### src/sv/gait_joint_trajectory_generator_defines.svh
// assertion macros for the gait joint trajectory generator
`ifndef GAIT_JOINT_TRAJECTORY_GENERATOR_DEFINES_SVH
`define GAIT_JOINT_TRAJECTORY_GENERATOR_DEFINES_SVH
// assert that a condition implies a consequence in the same cycle
`define GJT_ASSERT_IMP(label, clk, rst_n, ante, cons, msg) \
	label: assert property (@(posedge clk) disable iff (!rst_n) (ante) |-> (cons)) \
		else $error(msg);
// assert that a condition implies a consequence in the next cycle
`define GJT_ASSERT_NEXT(label, clk, rst_n, ante, cons, msg) \
	label: assert property (@(posedge clk) disable iff (!rst_n) (ante) |=> (cons)) \
		else $error(msg);
`endif

### src/sv/gjt_pkg.sv
// shared types, constants and functions of the gait joint trajectory generator
package gjt_pkg;
	localparam int SineDepthDefault = 256;
	localparam int FracBitsDefault = 8;
	localparam int NumCfg = 8;

	localparam logic [2:0] CfgGaitTrot = 3'd0;
	localparam logic [2:0] CfgSpeed = 3'd1;
	localparam logic [2:0] CfgPhaseInc = 3'd2;
	localparam logic [2:0] CfgHipAmp = 3'd3;
	localparam logic [2:0] CfgKneeAmp = 3'd4;
	localparam logic [2:0] CfgAngleLimit = 3'd5;
	localparam logic [2:0] CfgSlewStep = 3'd6;
	localparam logic [2:0] CfgAccelStep = 3'd7;

	localparam logic [2:0] DirFwd = 3'd0;
	localparam logic [2:0] DirBack = 3'd1;
	localparam logic [2:0] DirTurnL = 3'd2;
	localparam logic [2:0] DirTurnR = 3'd3;
	localparam logic [2:0] DirShiftL = 3'd4;
	localparam logic [2:0] DirShiftR = 3'd5;
	localparam logic [2:0] DirStop = 3'd6;

	localparam logic [1:0] RampIdle = 2'd0;
	localparam logic [1:0] RampFall = 2'd1;
	localparam logic [1:0] RampRise = 2'd2;

	typedef enum logic [3:0] {
		ST_IDLE,
		ST_RAMP,
		ST_FACT,
		ST_PHASE,
		ST_HSPD,
		ST_HAMP,
		ST_KSPD,
		ST_KAMP,
		ST_SINE,
		ST_HIP,
		ST_KNEE,
		ST_LIM_H,
		ST_LIM_K,
		ST_OUT
	} state_t;

	typedef struct packed {
		logic       gait_trot;
		logic [15:0] speed;
		logic [13:0] phase_increment;
		logic [14:0] hip_swing;
		logic [14:0] knee_swing;
		logic [14:0] joint_clamp;
		logic [12:0] slew_step;
		logic [11:0] accel_step;
	} cfg_t;

	typedef struct packed {
		logic [1:0]  leg;
		logic signed [15:0] hip_angle;
		logic signed [15:0] knee_angle;
		logic        last;
	} result_t;

	typedef struct packed {
		logic        command;
		logic [2:0]  direction;
	} cmd_t;

	// sin(pi/2*x), x in q15 0..32768, result clipped to 32767
	function automatic logic [14:0] quarter_wave(input logic [15:0] x);
		logic [31:0] x2;
		logic [31:0] t;
		logic [47:0] u;
		logic [47:0] y;
		begin
			x2 = (32'(x) * 32'(x)) >> 15;
			t = 32'd21024 - ((32'd2320 * x2) >> 15);
			u = 48'd51472 - ((48'(x2) * 48'(t)) >> 15);
			y = (48'(x) * u) >> 15;
			quarter_wave = (y > 48'd32767) ? 15'd32767 : y[14:0];
		end
	endfunction
endpackage

### src/sv/gjt_stream_if.sv
// valid/ready channel carrying one payload
interface gjt_stream_if #(
	parameter type payload_t = logic
);
	logic     valid;
	logic     ready;
	payload_t data;

	modport source(output valid, output data, input ready);
	modport sink(input valid, input data, output ready);
endinterface

### src/sv/gjt_sine_rom.sv
// sine lookup over a full cycle built from a quarter-wave polynomial table
module gjt_sine_rom #(
	parameter int SINE_TABLE_DEPTH = gjt_pkg::SineDepthDefault
) (
	input  logic              clk,
	input  logic [15:0]       phase,
	output logic signed [15:0] sine
);
	localparam int IdxW = $clog2(SINE_TABLE_DEPTH);
	localparam int QDepth = SINE_TABLE_DEPTH / 4;

	logic [14:0] quarter_tbl [QDepth+1];
	logic [IdxW-1:0] k;
	logic [15:0] pq;
	logic [1:0] quad;
	logic [15:0] x;
	logic [IdxW-3:0] qi;
	logic [IdxW-2:0] sel;
	logic [14:0] mag;

	for (genvar g = 0; g <= QDepth; g++) begin : g_tbl
		assign quarter_tbl[g] = gjt_pkg::quarter_wave(16'((g * 32768) / QDepth));
	end

	always_comb begin
		k = phase[15 -: IdxW];
		pq = 16'({k, {(16 - IdxW){1'b0}}});
		quad = pq[15:14];
		qi = k[IdxW-3:0];
		sel = quad[0] ? (IdxW - 1)'(QDepth) - {1'b0, qi} : {1'b0, qi};
		x = 16'(sel);
		mag = quarter_tbl[x[IdxW-2:0]];
	end

	always_ff @(posedge clk) begin
		sine <= quad[1] ? -$signed({1'b0, mag}) : $signed({1'b0, mag});
	end
endmodule

### src/sv/gjt_datapath.sv
// sequenced datapath: shared multiplier, ramp, phase, targets and limiter
module gjt_datapath #(
	parameter int SINE_TABLE_DEPTH = gjt_pkg::SineDepthDefault
) (
	input  logic            clk,
	input  logic            arst_n,
	input  gjt_pkg::cfg_t   cfg,
	input  gjt_pkg::state_t state,
	input  logic [1:0]      leg_q,
	input  logic            start,
	input  logic            is_dir,
	input  logic [2:0]      dir_in,
	output gjt_pkg::result_t result
);
	logic [15:0] spd;
	logic [15:0] gait_phase_q;
	logic [15:0] ramp_level_q;
	logic        ramp_goal_high_q;
	logic [1:0]  ramp_stage_q;
	logic [2:0]  move_direction_q;
	logic signed [15:0] joint_angle_q [8];
	logic signed [15:0] joint_last_step_q [8];
	logic [15:0] factor_q;
	logic [15:0] amp_spd_q;
	logic [15:0] hamp_q;
	logic [15:0] kamp_q;
	logic signed [16:0] hip_goal_q;
	logic signed [16:0] knee_goal_q;
	logic signed [15:0] new_hip_q;
	logic [15:0] leg_phase;
	logic signed [15:0] sine;
	logic [31:0] mul_a;
	logic [31:0] mul_b;
	logic [63:0] mul_p;
	logic [15:0] rstep;
	logic [16:0] rsum;
	logic [2:0]  dsat;
	logic [15:0] off;
	logic [15:0] smag;
	logic [15:0] pos;
	logic signed [17:0] hp;
	logic signed [17:0] kn;
	logic signed [17:0] hg;
	logic signed [17:0] kg;
	logic        left;
	logic [2:0]  jidx;
	logic signed [16:0] goal;
	logic signed [17:0] lim;
	logic signed [17:0] diff;
	logic signed [17:0] sl;
	logic signed [17:0] ac;
	logic signed [17:0] prv;
	logic signed [17:0] stp;
	logic signed [17:0] nxt;
	logic signed [15:0] nsat;
	logic        near;

	assign spd = (cfg.speed > 16'd32768) ? 16'd32768 : cfg.speed;

	always_comb begin
		unique case (cfg.gait_trot)
			1'b1: off = (leg_q == 2'd1 || leg_q == 2'd2) ? 16'd32768 : 16'd0;
			default: off = {leg_q, 14'd0};
		endcase
		leg_phase = gait_phase_q + off;
	end

	gjt_sine_rom #(.SINE_TABLE_DEPTH(SINE_TABLE_DEPTH)) u_sine (
		.clk(clk), .phase(leg_phase), .sine(sine)
	);

	// shared multiplier operand selection
	always_comb begin
		mul_a = '0;
		mul_b = '0;
		smag = sine[15] ? 16'(-sine) : 16'(sine);
		pos = sine[15] ? 16'd0 : 16'(sine);
		unique case (state)
			gjt_pkg::ST_RAMP: begin mul_a = 32'(spd); mul_b = 32'd3277; end
			gjt_pkg::ST_FACT: begin mul_a = 32'(spd); mul_b = 32'd26214; end
			gjt_pkg::ST_PHASE: begin
				mul_a = 32'(cfg.phase_increment);
				mul_b = 32'(factor_q);
			end
			gjt_pkg::ST_HSPD: begin mul_a = 32'(cfg.hip_swing); mul_b = 32'(spd); end
			gjt_pkg::ST_HAMP: begin mul_a = 32'(amp_spd_q); mul_b = 32'(ramp_level_q); end
			gjt_pkg::ST_KSPD: begin mul_a = 32'(cfg.knee_swing); mul_b = 32'(spd); end
			gjt_pkg::ST_KAMP: begin mul_a = 32'(amp_spd_q); mul_b = 32'(ramp_level_q); end
			gjt_pkg::ST_HIP: begin mul_a = 32'(smag); mul_b = 32'(hamp_q); end
			gjt_pkg::ST_KNEE: begin mul_a = 32'(pos); mul_b = 32'(kamp_q); end
			default: begin mul_a = '0; mul_b = '0; end
		endcase
		mul_p = 64'(mul_a) * 64'(mul_b);
	end

	always_comb begin
		rstep = 16'd1966 + 16'(mul_p >> 15);
		rsum = 17'(ramp_level_q) + 17'(rstep);
		dsat = (dir_in == 3'd7) ? gjt_pkg::DirStop : dir_in;
		hp = sine[15] ? -18'(mul_p[30:15]) : 18'(mul_p[30:15]);
		kn = (move_direction_q == gjt_pkg::DirShiftL || move_direction_q == gjt_pkg::DirShiftR)
			? -18'(mul_p[31:16]) : -18'(mul_p[30:15]);
		left = !leg_q[0];
		unique case (move_direction_q)
			gjt_pkg::DirFwd, gjt_pkg::DirShiftL: hg = hp;
			gjt_pkg::DirBack, gjt_pkg::DirShiftR: hg = -hp;
			gjt_pkg::DirTurnL: hg = left ? hp : -hp;
			gjt_pkg::DirTurnR: hg = left ? -hp : hp;
			default: hg = '0;
		endcase
		kg = (move_direction_q == gjt_pkg::DirStop || move_direction_q == 3'd7) ? 18'sd0 : kn;
	end

	// limiter for one joint per cycle
	always_comb begin
		jidx = {leg_q, state == gjt_pkg::ST_LIM_K};
		goal = (state == gjt_pkg::ST_LIM_K) ? knee_goal_q : hip_goal_q;
		lim = 18'(cfg.joint_clamp);
		sl = 18'(cfg.slew_step);
		ac = 18'(cfg.accel_step);
		prv = 18'(joint_last_step_q[jidx]);
		diff = 18'(goal) - 18'(joint_angle_q[jidx]);
		near = (diff <= sl) && (diff >= -sl);
		stp = (diff > 0) ? sl : -sl;
		if (stp - prv > ac) begin
			stp = prv + ac;
		end else if (stp - prv < -ac) begin
			stp = prv - ac;
		end
		nxt = 18'(joint_angle_q[jidx]) + stp;
		if (nxt > 18'sd32767) begin
			nsat = 16'sh7fff;
		end else if (nxt < -18'sd32768) begin
			nsat = 16'sh8000;
		end else begin
			nsat = nxt[15:0];
		end
	end

	always_ff @(posedge clk or negedge arst_n) begin
		if (!arst_n) begin
			gait_phase_q <= '0;
			ramp_level_q <= '0;
			ramp_goal_high_q <= 1'b0;
			ramp_stage_q <= gjt_pkg::RampIdle;
			move_direction_q <= gjt_pkg::DirStop;
			for (int i = 0; i < 8; i++) begin
				joint_angle_q[i] <= '0;
				joint_last_step_q[i] <= '0;
			end
		end else begin
			if (start && is_dir) begin
				if (!(dsat == move_direction_q && dsat != gjt_pkg::DirStop)) begin
					move_direction_q <= dsat;
					if (dsat == gjt_pkg::DirStop) begin
						ramp_goal_high_q <= 1'b0;
						ramp_stage_q <= gjt_pkg::RampIdle;
					end else if (ramp_level_q >= 16'd33) begin
						ramp_stage_q <= gjt_pkg::RampFall;
						ramp_goal_high_q <= 1'b0;
					end else begin
						ramp_stage_q <= gjt_pkg::RampRise;
						ramp_goal_high_q <= 1'b1;
					end
				end
			end
			if (state == gjt_pkg::ST_RAMP) begin
				logic [15:0] lvl;
				lvl = ramp_level_q;
				if (ramp_goal_high_q) begin
					lvl = (rsum > 17'd32768) ? 16'd32768 : rsum[15:0];
				end else begin
					lvl = (ramp_level_q > rstep) ? ramp_level_q - rstep : 16'd0;
				end
				ramp_level_q <= lvl;
				if (ramp_stage_q == gjt_pkg::RampFall && lvl <= 16'd32) begin
					ramp_stage_q <= gjt_pkg::RampRise;
					ramp_goal_high_q <= 1'b1;
				end else if (ramp_stage_q == gjt_pkg::RampRise && lvl >= 16'd32736) begin
					ramp_stage_q <= gjt_pkg::RampIdle;
				end
			end
			if (state == gjt_pkg::ST_PHASE) begin
				gait_phase_q <= gait_phase_q + mul_p[30:15];
			end
			if (state == gjt_pkg::ST_LIM_H || state == gjt_pkg::ST_LIM_K) begin
				if (near) begin
					joint_last_step_q[jidx] <= '0;
					joint_angle_q[jidx] <= goal[15:0];
				end else begin
					joint_last_step_q[jidx] <= stp[15:0];
					joint_angle_q[jidx] <= nsat;
				end
			end
		end
	end

	always_ff @(posedge clk) begin
		if (state == gjt_pkg::ST_FACT) begin
			factor_q <= 16'd13107 + mul_p[30:15];
		end
		if (state == gjt_pkg::ST_HSPD || state == gjt_pkg::ST_KSPD) begin
			amp_spd_q <= mul_p[30:15];
		end
		if (state == gjt_pkg::ST_HAMP) begin
			hamp_q <= mul_p[30:15];
		end
		if (state == gjt_pkg::ST_KAMP) begin
			kamp_q <= mul_p[30:15];
		end
		if (state == gjt_pkg::ST_HIP) begin
			hip_goal_q <= 17'((hg > lim) ? lim : ((hg < -lim) ? -lim : hg));
		end
		if (state == gjt_pkg::ST_KNEE) begin
			knee_goal_q <= 17'((kg > lim) ? lim : ((kg < -lim) ? -lim : kg));
		end
		if (state == gjt_pkg::ST_LIM_H) begin
			new_hip_q <= near ? goal[15:0] : nsat;
		end
		if (state == gjt_pkg::ST_LIM_K) begin
			result.leg <= leg_q;
			result.hip_angle <= new_hip_q;
			result.knee_angle <= near ? goal[15:0] : nsat;
			result.last <= (leg_q == 2'd3);
		end
	end
endmodule

### src/sv/gjt_sequencer.sv
// sequencer stepping the shared datapath through a transaction
module gjt_sequencer (
	input  logic            clk,
	input  logic            arst_n,
	input  logic            in_valid,
	input  logic            in_command,
	input  logic            out_ready,
	output logic            in_ready,
	output logic            out_valid,
	output logic            start,
	output gjt_pkg::state_t state,
	output logic [1:0]      leg_q
);
	`include "gait_joint_trajectory_generator_defines.svh"

	gjt_pkg::state_t state_q;
	gjt_pkg::state_t state_d;

	assign state = state_q;
	assign start = in_valid && in_ready;

	always_comb begin
		state_d = state_q;
		unique case (state_q)
			gjt_pkg::ST_IDLE: if (start && !in_command) state_d = gjt_pkg::ST_RAMP;
			gjt_pkg::ST_RAMP: state_d = gjt_pkg::ST_FACT;
			gjt_pkg::ST_FACT: state_d = gjt_pkg::ST_PHASE;
			gjt_pkg::ST_PHASE: state_d = gjt_pkg::ST_HSPD;
			gjt_pkg::ST_HSPD: state_d = gjt_pkg::ST_HAMP;
			gjt_pkg::ST_HAMP: state_d = gjt_pkg::ST_KSPD;
			gjt_pkg::ST_KSPD: state_d = gjt_pkg::ST_KAMP;
			gjt_pkg::ST_KAMP: state_d = gjt_pkg::ST_SINE;
			gjt_pkg::ST_SINE: state_d = gjt_pkg::ST_HIP;
			gjt_pkg::ST_HIP: state_d = gjt_pkg::ST_KNEE;
			gjt_pkg::ST_KNEE: state_d = gjt_pkg::ST_LIM_H;
			gjt_pkg::ST_LIM_H: state_d = gjt_pkg::ST_LIM_K;
			gjt_pkg::ST_LIM_K: state_d = gjt_pkg::ST_OUT;
			gjt_pkg::ST_OUT: begin
				if (out_ready) begin
					state_d = (leg_q == 2'd3) ? gjt_pkg::ST_IDLE : gjt_pkg::ST_SINE;
				end
			end
			default: state_d = gjt_pkg::ST_IDLE;
		endcase
	end

	always_comb begin
		in_ready = (state_q == gjt_pkg::ST_IDLE);
		out_valid = (state_q == gjt_pkg::ST_OUT);
	end

	always_ff @(posedge clk or negedge arst_n) begin
		if (!arst_n) begin
			state_q <= gjt_pkg::ST_IDLE;
			leg_q <= '0;
		end else begin
			state_q <= state_d;
			if (state_q == gjt_pkg::ST_IDLE) begin
				leg_q <= '0;
			end else if (state_q == gjt_pkg::ST_OUT && out_ready) begin
				leg_q <= leg_q + 2'd1;
			end
		end
	end

	`GJT_ASSERT_IMP(a_ready_excl, clk, arst_n, in_ready, !out_valid, "ready while result pending")
	`GJT_ASSERT_NEXT(a_tick_start, clk, arst_n, start && !in_command, state_q == gjt_pkg::ST_RAMP, "tick did not start")
	`GJT_ASSERT_NEXT(a_out_hold, clk, arst_n, out_valid && !out_ready, out_valid && $stable(leg_q), "result dropped")
	`GJT_ASSERT_IMP(a_leg_zero, clk, arst_n, state_q == gjt_pkg::ST_RAMP, leg_q == 2'd0, "leg count not cleared")
endmodule

### src/sv/gait_joint_trajectory_generator.sv
// top level of the gait joint trajectory generator
// channel   dir  payload
// in_ch     in   command, direction
// out_ch    out  leg, hip_angle, knee_angle, last
// cfg       in   cfg_we, cfg_index, cfg_data
// a direction is taken in idle; a tick runs ramp to amplitude, then sine to output per leg
// the single shared multiplier sets the sequence length, at most one product per step
// reset clears all joint, ramp and phase state; a stalled result holds the sequencer
module gait_joint_trajectory_generator #(
	parameter int SINE_TABLE_DEPTH = gjt_pkg::SineDepthDefault
) (
	input  logic        clk,
	input  logic        arst_n,
	gjt_stream_if.sink   in_ch,
	gjt_stream_if.source out_ch,
	input  logic        cfg_we,
	input  logic [2:0]  cfg_index,
	input  logic [15:0] cfg_data
);
	gjt_pkg::cfg_t    cfg_q;
	gjt_pkg::state_t  state;
	gjt_pkg::cmd_t    cmd;
	gjt_pkg::result_t result;
	logic [1:0]       leg_q;
	logic             start;

	assign cmd = in_ch.data;
	assign out_ch.data = result;

	always_ff @(posedge clk or negedge arst_n) begin
		if (!arst_n) begin
			cfg_q.gait_trot <= 1'b1;
			cfg_q.speed <= 16'd16384;
			cfg_q.phase_increment <= 14'd1311;
			cfg_q.hip_swing <= 15'd6400;
			cfg_q.knee_swing <= 15'd6400;
			cfg_q.joint_clamp <= 15'd15360;
			cfg_q.slew_step <= 13'd1280;
			cfg_q.accel_step <= 12'd512;
		end else if (cfg_we) begin
			unique case (cfg_index)
				gjt_pkg::CfgGaitTrot: cfg_q.gait_trot <= cfg_data[0];
				gjt_pkg::CfgSpeed: cfg_q.speed <= cfg_data;
				gjt_pkg::CfgPhaseInc: cfg_q.phase_increment <= cfg_data[13:0];
				gjt_pkg::CfgHipAmp: cfg_q.hip_swing <= cfg_data[14:0];
				gjt_pkg::CfgKneeAmp: cfg_q.knee_swing <= cfg_data[14:0];
				gjt_pkg::CfgAngleLimit: cfg_q.joint_clamp <= cfg_data[14:0];
				gjt_pkg::CfgSlewStep: cfg_q.slew_step <= cfg_data[12:0];
				gjt_pkg::CfgAccelStep: cfg_q.accel_step <= cfg_data[11:0];
				default: cfg_q <= cfg_q;
			endcase
		end
	end

	gjt_sequencer u_seq (
		.clk(clk), .arst_n(arst_n),
		.in_valid(in_ch.valid), .in_command(cmd.command),
		.out_ready(out_ch.ready), .in_ready(in_ch.ready),
		.out_valid(out_ch.valid), .start(start), .state(state), .leg_q(leg_q)
	);

	gjt_datapath #(.SINE_TABLE_DEPTH(SINE_TABLE_DEPTH)) u_dp (
		.clk(clk), .arst_n(arst_n), .cfg(cfg_q), .state(state), .leg_q(leg_q),
		.start(start), .is_dir(cmd.command), .dir_in(cmd.direction), .result(result)
	);
endmodule

### src/flat_wrapper.sv
// flat-port wrapper written by rule: the top's interface ports become plain ports
module gait_joint_trajectory_generator_flat 
#(
	parameter int SINE_TABLE_DEPTH = gjt_pkg::SineDepthDefault
)
  (clk, arst_n, cfg_we, cfg_index, cfg_data, in_ch_valid, in_ch_data, in_ch_ready, out_ch_valid, out_ch_data, out_ch_ready);
  gjt_stream_if #(.payload_t(gjt_pkg::cmd_t)) in_ch_i ();
  gjt_stream_if #(.payload_t(gjt_pkg::result_t)) out_ch_i ();
  input  logic clk;
  input  logic arst_n;
  input  logic cfg_we;
  input  logic [2:0] cfg_index;
  input  logic [15:0] cfg_data;
  input wire logic [$bits(in_ch_i.valid)-1:0] in_ch_valid;
  input wire logic [$bits(in_ch_i.data)-1:0] in_ch_data;
  output wire logic [$bits(in_ch_i.ready)-1:0] in_ch_ready;
  output wire logic [$bits(out_ch_i.valid)-1:0] out_ch_valid;
  output wire logic [$bits(out_ch_i.data)-1:0] out_ch_data;
  input wire logic [$bits(out_ch_i.ready)-1:0] out_ch_ready;
  assign in_ch_i.valid = in_ch_valid;
  assign in_ch_i.data = in_ch_data;
  assign in_ch_ready = in_ch_i.ready;
  assign out_ch_valid = out_ch_i.valid;
  assign out_ch_data = out_ch_i.data;
  assign out_ch_i.ready = out_ch_ready;
  gait_joint_trajectory_generator #(.SINE_TABLE_DEPTH(SINE_TABLE_DEPTH)) u_core (.clk(clk), .arst_n(arst_n), .in_ch(in_ch_i), .out_ch(out_ch_i), .cfg_we(cfg_we), .cfg_index(cfg_index), .cfg_data(cfg_data));
endmodule
### config.mk
export PLATFORM = sky130hd
export DESIGN_NAME = gait_joint_trajectory_generator_flat
export DESIGN_NICKNAME = d
export VERILOG_FILES = /design/src/sv/gjt_pkg.sv /design/src/sv/gjt_stream_if.sv /design/src/sv/gjt_sine_rom.sv /design/src/sv/gjt_datapath.sv /design/src/sv/gjt_sequencer.sv /design/src/sv/gait_joint_trajectory_generator.sv /design/src/flat_wrapper.sv
export VERILOG_INCLUDE_DIRS = /design/src /design/src/sv
export SDC_FILE = /design/constraint.sdc
export NUM_CORES = 2
export LEC_CHECK = 0
export BUFFER_PORTS_ARGS = -buffer_cell sky130_fd_sc_hd__buf_2
export CORE_MARGIN = 2
export CORE_UTILIZATION = 45
export CTS_BUF_LIST = sky130_fd_sc_hd__clkbuf_8
export DETAILED_ROUTE_END_ITERATION = 6
export GPL_TIMING_DRIVEN = 0
export SLEW_MARGIN = 10
export SYNTH_ARGS = -nofsm -noshare
export SYNTH_HDL_FRONTEND = slang
export SYNTH_HIERARCHICAL = 1
export SYNTH_SLANG_ARGS = --single-unit
export TNS_END_PERCENT = 10
### constraint.sdc
create_clock -name clk -period 15 [get_ports clk]
set_input_delay 4.5 -clock clk [delete_from_list [all_inputs] [get_ports clk]]
set_output_delay 4.5 -clock clk [all_outputs]
set_load 0.05 [all_outputs]
## Word-level counts from Yosys, hierarchy flattened

Memory sizes are Yosys's and may differ from the RTL's.
Index checks and enable logic that the tools add are counted.

- Multipliers: 1
- Bitwise operators: 5
- Reduce and logical (&&, ||, !) cells: 34
- Equality and inequality tests: 38
- Magnitude comparators: 20
- Mux-type cells: 65
- Add/sub/neg operators: 21

Operators with widths:

| operator | count |
|---|---|
| bitwise mux 128 bit | 3 |
| 2-to-1 mux 128 bit | 2 |
| 2-to-1 mux 16 bit | 16 |
| case mux 16 bit (7 select lines) | 2 |
| 2-to-1 mux 18 bit | 8 |
| AND 128 bit | 1 |
| inverter 128 bit | 1 |
| binary-select mux 16 bit (select 3 bit) | 2 |
| 2-to-1 mux 15 bit | 6 |
| case mux 18 bit (4 select lines) | 1 |
| case mux 4 bit (14 select lines) | 1 |
| less-than comparator 18 bit | 3 |
| 2-to-1 mux 17 bit | 3 |
| demux 16 bit (select 3 bit) | 1 |
| > comparator 18 x 16 -> 1 bit | 2 |
| negator 16 -> 18 bit | 2 |
| adder 16 bit | 2 |
| multiplier 32 x 32 -> 32 bit | 1 |
| == test 3 bit, second input constant | 10 |
| == test 4 bit, second input constant | 6 |
| AND reduction 2 bit | 10 |
| adder 16 x 18 -> 18 bit | 1 |
| greater-or-equal comparator 18 bit | 1 |
| > comparator 18 x 1 -> 1 bit, second input constant | 1 |
| 54 further kinds | 98 |

- Flip-flop bits (word level): 566
- Output and inout bits: 37
- Memories: 1
- ROM bits: 1920
- Logic and storage cells: 231
- Input bits: 28

Memories:

| memory | depth | bits a word | rd ports | clocked after memory_dff | wr ports | RTL line | RTL |
|---|---|---|---|---|---|---|---|
| (name not given) | 128 | 15 | 1 | 0 | 0 | gjt_sine_rom.sv:32 | `mag = quarter_tbl[x[IdxW-2:0]];` |

## Logic depth before layout (Yosys ltp)

- Depth in word-level cells: 18
- Depth in mapped cells: 68
- Mapped depth without buffers: 59

## Hierarchy

Netlist, hierarchy kept.

By module, submodules not included:

| module | sequential area each (µm²) | instances | area each (µm²) | cells an instance |
|---|---|---|---|---|
| gjt_datapath | 11833.8 | 1 | 41280.8 | 4548 |
| gait_joint_trajectory_generator | 2555.0 | 1 | 3890.0 | 223 |
| gjt_sine_rom | 320.3 | 1 | 3360.7 | 455 |
| gjt_sequencer | 150.1 | 1 | 377.9 | 41 |

## Least setup slack after synthesis

OpenSTA, ideal clock, no wires.

- Path kind: reg-to-reg
- Start: register u_core.u_seq.state_q[0] (netlist: u_core/u_seq/state[0])
- End: register u_core.u_dp.new_hip_q[12] (data pin)
- Slack: 0.228 ns
- Stages on the path, launching flop included: 62
- Clock period less this slack: 14.772 ns
- Arrival time: 14.507 ns
- Required time: 14.735 ns
- Buffers on the path: 11
- Setup time: 0.265 ns
- Path through: dfrtp_1 -> buf_2 -> buf_2 -> clkbuf_1 -> nor3_1 -> buf_2 -> clkbuf_1 -> clkbuf_1 -> clkbuf_1 -> mux4_2 -> mux2_2 -> inv_1 -> ha_1 -> o21ai_1 -> nand2_1 -> xor2_1 -> or4b_1 -> or4_1 -> [... 26 more ...] -> nor2_1 -> ha_1 -> a21oi_1 -> o21bai_1 -> a21oi_1 -> o21bai_1 -> a21oi_1 -> o21bai_1 -> a2111o_1 -> and3_1 -> or3_1 -> o311ai_0 -> o211ai_1 -> o32ai_1 -> o22ai_1 -> buf_2 -> a22oi_2 -> inv_2

- Cells in the longest elaborated chain, start to end: 17
- Elaborated cells between the ends (all ways): 28
- Classes of those cells: add/sub: 5; order compare: 7; eq/ne: 1; mux: 13; bitwise: 1; reduce/logical: 1

RTL lines:

| what | RTL line | RTL |
|---|---|---|
| start: declaration | gjt_sequencer.sv:16 | `gjt_pkg::state_t state_q;` |
| start signal: assignment | gjt_sequencer.sv:54 | `state_q <= gjt_pkg::ST_IDLE;` |
| start signal: assignment | gjt_sequencer.sv:57 | `state_q <= state_d;` |
| == test 4 bit (*) | gjt_datapath.sv:116, gjt_datapath.sv:117 |  |
| inverter 3 -> 4 bit (implied by the code) | gjt_datapath.sv:121, gjt_datapath.sv:122, gjt_datapath.sv:130 |  |
| binary-select mux 16 bit (select 3 bit) | gjt_datapath.sv:122, gjt_datapath.sv:130 |  |
| 2-to-1 mux 16 bit (implied by the code) (2 in a row) | gjt_datapath.sv:122, gjt_datapath.sv:130 |  |
| subtractor 17 x 16 -> 18 bit | gjt_datapath.sv:122 | `diff = 18'(goal) - 18'(joint_angle_q[jidx]);` |
| > comparator 18 x 1 -> 1 bit | gjt_datapath.sv:124 | `stp = (diff > 0) ? sl : -sl;` |
| 2-to-1 mux 18 bit | gjt_datapath.sv:124 |  |
| subtractor 18 x 16 -> 18 bit | gjt_datapath.sv:125, gjt_datapath.sv:127 |  |
| less-than comparator 18 bit | gjt_datapath.sv:127 | `end else if (stp - prv < -ac) begin` |
| 2-to-1 mux 18 bit | gjt_datapath.sv:127 |  |
| 2-to-1 mux 18 bit | gjt_datapath.sv:125 | `if (stp - prv > ac) begin` |
| adder 16 x 18 -> 18 bit | gjt_datapath.sv:130 | `nxt = 18'(joint_angle_q[jidx]) + stp;` |
| less-than comparator 18 x 16 -> 1 bit | gjt_datapath.sv:133 | `end else if (nxt < -18'sd32768) begin` |
| 2-to-1 mux 16 bit | gjt_datapath.sv:133 |  |
| 2-to-1 mux 16 bit | gjt_datapath.sv:131 | `if (nxt > 18'sd32767) begin` |
| 2-to-1 mux 16 bit (*) | gjt_datapath.sv:218 | `new_hip_q <= near ? goal[15:0] : nsat;` |
| end signal: assignment | gjt_datapath.sv:218 |  |
| end: declaration | gjt_datapath.sv:29 | `logic signed [15:0] new_hip_q;` |

Every way passes the cells marked *; elsewhere a longest branch is shown, timed or not. The select of a mux whose other input is x is not followed.
A chain may end at the register's enable or synchronous reset.

## Final worst setup path

- Start: register u_core.u_dp.u_sine.sine[15]
- End: register u_core.u_dp.hip_goal_q[14] (data pin)

- Cells in the longest elaborated chain, start to end: 12
- Elaborated cells between the ends (all ways): 15
- Classes of those cells: add/sub: 3; mul: 1; order compare: 2; mux: 9

RTL lines:

| what | RTL line | RTL |
|---|---|---|
| start: declaration | gjt_sine_rom.sv:7 | `output logic signed [15:0] sine` |
| start signal: assignment | gjt_sine_rom.sv:36 | `sine <= quad[1] ? -$signed({1'b0, mag}) : $signed({1'b0, mag});` |
| negator 16 bit | gjt_datapath.sv:76 | `smag = sine[15] ? 16'(-sine) : 16'(sine);` |
| 2-to-1 mux 16 bit | gjt_datapath.sv:76 |  |
| case mux 16 bit (7 select lines) | gjt_datapath.sv:78 | `unique case (state)` |
| multiplier 32 x 32 -> 32 bit | gjt_datapath.sv:93 | `mul_p = 64'(mul_a) * 64'(mul_b);` |
| negator 16 -> 18 bit | gjt_datapath.sv:100 | `hp = sine[15] ? -18'(mul_p[30:15]) : 18'(mul_p[30:15]);` |
| 2-to-1 mux 18 bit (*) | gjt_datapath.sv:100 |  |
| negator 18 bit | gjt_datapath.sv:106, gjt_datapath.sv:107, gjt_datapath.sv:108 |  |
| 2-to-1 mux 18 bit, on equally long branches | gjt_datapath.sv:108, gjt_datapath.sv:107 |  |
| case mux 18 bit (4 select lines) (*) | gjt_datapath.sv:104 | `unique case (move_direction_q)` |
| less-than comparator 18 bit | gjt_datapath.sv:212 | `hip_goal_q <= 17'((hg > lim) ? lim : ((hg < -lim) ? -lim : hg));` |
| 2-to-1 mux 17 bit | gjt_datapath.sv:212 |  |
| 2-to-1 mux 15 bit (*) | gjt_datapath.sv:212 |  |
| end signal: assignment | gjt_datapath.sv:212 |  |
| end: declaration | gjt_datapath.sv:27 | `logic signed [16:0] hip_goal_q;` |

Every way passes the cells marked *; elsewhere a longest branch is shown, timed or not.

==> results_dict.tcl <==
set metrics [dict create \
    status "finished clean" \
    die_area_sq_mm 0.111 \
    synthCells 5267 \
    die_x_microns 334 \
    ios 65 \
    area_growth_pct 11.7 \
    cp.arrival_ns 15.13 \
    port_buffers 61 \
    fp.dieH_microns 334 \
    rows 120 \
    yosysTopAreaCellShare 0.193 \
    drv_cap 0 \
    grt_setup_unrepaired "yes" \
    post_drt_wl_per_cell_microns 24.1 \
    cp-end-kind "flop" \
    viasPerCell 6.08 \
    critPathLaunchType "flop" \
    grt_max_degree 102 \
    fmax_ghz 0.0683 \
    period_share 0.977 \
    crit_top_cell "fa_1" \
    fin_nets 6095 \
    gp_congestion 0.980 \
    drtIter0Drc 3864 \
    grt_pass1_vias 41991 \
    critPathSlowestCell "dfxtp_1" \
    ant_nets 0 \
    cts_tree "done" \
    path_buf_inv 11 \
    crit_type "reg2reg" \
    overflow 0 \
    vias 42439 \
    max_slew_margin 0.115 \
    hpwlAfterDp_microns 130000 \
    synth_ff_type "dfrtp_1" \
    skew_ns 0.0487 \
    ys_ff_latch 566 \
    start_util 0.455 \
    worst-r2r-setup-slack_ns 0.35 \
    synth-edff-count 149 \
    hold_violations 0 \
    setup_viol 0 \
    crit_fanout 10 \
    ys_seq_area_frac 0.304 \
    slowest_delay_ns 0.59 \
    synth_area_sq_mm 0.0489 \
    path_depth 48 \
    crit-reg2reg-launch "u_core/u_dp/u_sine/sine[15]" \
    syn_avg_cell_area_sq_um 9.29 \
    grt_first_pass_wirelength_microns 256000 \
    drive_gt1_frac 0.153 \
    final.min_clock_period_ns 14.65 \
    cts_sinks 566 \
    h-tree-depth 3 \
    ys_top_cells_by_area "dfrtp_1 19%, ha_1 9.5%, edfxtp_1 9.1%, fa_1 8.2%, nand2_1 4.3%" \
    critPathTopFamily "adder cells" \
    dr.pass1.iters 6 \
    yosysWarningCount 6 \
    hold_ws_ns 0.413 \
    synth_cell_types 140 \
    clock_path_buffers 3 \
    synth_common_cells "557 x nand2_1, 471 x inv_1, 417 x nor2_1" \
    track_usage 0.299 \
    reg2reg_to "u_core/u_dp/hip_goal_q[14]" \
    clkTransAtPathRegs_ns 0.06 \
    clk_latency_ns 0.77 \
    totalWireLength_microns 169000 \
    reg2regPathDepth 48 \
    hold_buffers 0 \
    cp.required_ns 15.48 \
    timing.critical_path.from "u_core/u_dp/u_sine/sine[15]" \
    syn-num-nets 5869 \
    yosys.cell_count.top_type "nand2_1" \
    min_path_type "reg2reg" \
    final_util 0.508 \
    critPathCapture "u_core/u_dp/hip_goal_q[14]" \
    tightest_slew_ns 1.33 \
    cts_buffers 99 \
    synth.largest_area_cell "dfrtp_1" \
    report.final.slew_viol_count 0 \
    core_region_area_sq_mm 0.108 \
    place_ws_ns -5.20 \
    postSynth.asyncResetShare 0.708 \
    grt_antenna_before_repair 8 \
    worst_slack_ns 0.352 \
    root_buffer "clkbuf_8" \
    drc 0 \
]
## state kept, by name (all words and copies together), names as in the netlist, 3 cells and up
signal                         count
u_core/u_dp/kamp_q                16
u_core/u_dp/joint_angle_q        128
u_core/u_dp/joint_last_step_q    128
u_core/u_dp/hamp_q                16
u_core/cfg_q                     101
u_core/u_dp/new_hip_q             16
u_core/u_dp/factor_q              16
u_core/u_dp/hip_goal_q            17
u_core/u_dp/amp_spd_q             16
u_core/u_dp/u_sine/sine           16
u_core/u_dp/result                35
u_core/u_dp/move_direction_q       3
u_core/u_dp/gait_phase_q          16
u_core/u_dp/ramp_level_q          16
u_core/u_dp/knee_goal_q           17
u_core/u_seq/state                 4
## cell usage in the layout, fill, tap and decap left out, types with 37 or more instances in the layout
| cell type | n |
|---|---|
| buf_4 | 54 |
| o21ai_0 | 215 |
| nor3_1 | 81 |
| a22oi_1 | 45 |
| a21o_1 | 61 |
| mux2i_1 | 58 |
| nand2_1 | 555 |
| a21oi_1 | 311 |
| nor2b_1 | 51 |
| o21a_1 | 37 |
| dfrtp_1 | 375 |
| xor2_1 | 60 |
| inv_1 | 506 |
| buf_2 | 109 |
| ha_1 | 372 |
| clkbuf_1 | 132 |
| o31ai_1 | 68 |
| fa_1 | 200 |
| mux2_2 | 148 |
| edfxtp_1 | 149 |
| mux4_2 | 65 |
| and2_1 | 46 |
| nand2b_1 | 38 |
| nand4_1 | 43 |
| clkbuf_8 | 118 |
| a22o_1 | 89 |
| nand3_1 | 65 |
| nor2_1 | 409 |
| xnor2_1 | 155 |
## how the worst min path moves through the flow
stage,startpoint,end,slack [ns],cells after the start
CTS,u_core/u_dp/new_hip_q[15],u_core/u_dp/result[32],0.41,0
finish,u_core/u_dp/new_hip_q[15],u_core/u_dp/result[32],0.41,0
floorplan,u_core/u_dp/new_hip_q[0],u_core/u_dp/result[17],0.40,0
detailed placement,u_core/u_dp/new_hip_q[8],u_core/u_dp/result[25],0.40,0
global placement,u_core/u_dp/new_hip_q[2],u_core/u_dp/result[19],0.40,0
global route,u_core/u_dp/new_hip_q[11],u_core/u_dp/result[28],0.42,0
## metrics by stage
stage          TNS (ns)  cell area (sq um)  cells
6_report              0              54600   6984
5_1_grt           -4.36              54600   6984
4_1_cts               0              54200   6962
3_5_place_dp    -934.05              51400   6754
3_3_place_gp   -1282.11              51000   6731
2_1_floorplan         0              48900   5267
## layout make-up
cell class | count | area (sq um)
clock inverters | 69 | 372
inverters | 489 | 1840
plain buffers | 278 | 1470
fillers | 10215 | 52900
repair buffers | 131 | 1130
diodes | 3 | 7.51
flip-flops and latches | 566 | 14900
multi-input cells | 3928 | 31600
well taps | 1403 | 1760
clock buffers | 117 | 1610
## logic make-up after synthesis
kind of cell / count (synthesis) / synth area share
buffers and inverters: 773 / 0.0637
muxes: 274 / 0.0766
and+or+nand+nor: 1519 / 0.148
DFF: 566 / 0.304
xor gates and xnor gates: 228 / 0.0417
adders and majority gates: 579 / 0.179
AOI/OAI and AO/OA: 1328 / 0.188
## timing repair
action / in CTS / in global routing
gates resized for setup: 132 / 93
setup endpoints to repair: 330 / 204
cloned: 1 / 0
setup buffers: 24 / 22
pin swaps: 20 / 16
## metal layers
metal	vias to the layer above	wire length, microns	part of all wire	global-route usage
li1	19224	-	-	-
met1	20974	67500	0.40	0.371
met2	1757	79600	0.47	0.500
met3	478	11300	0.067	0.0437
met4	6	10300	0.061	0.166
met5	-	37	0.00022	0
Power is left out: the tool's default activity adds up to more than one toggle a clock period on the data nets, which glitch-free logic cannot reach.
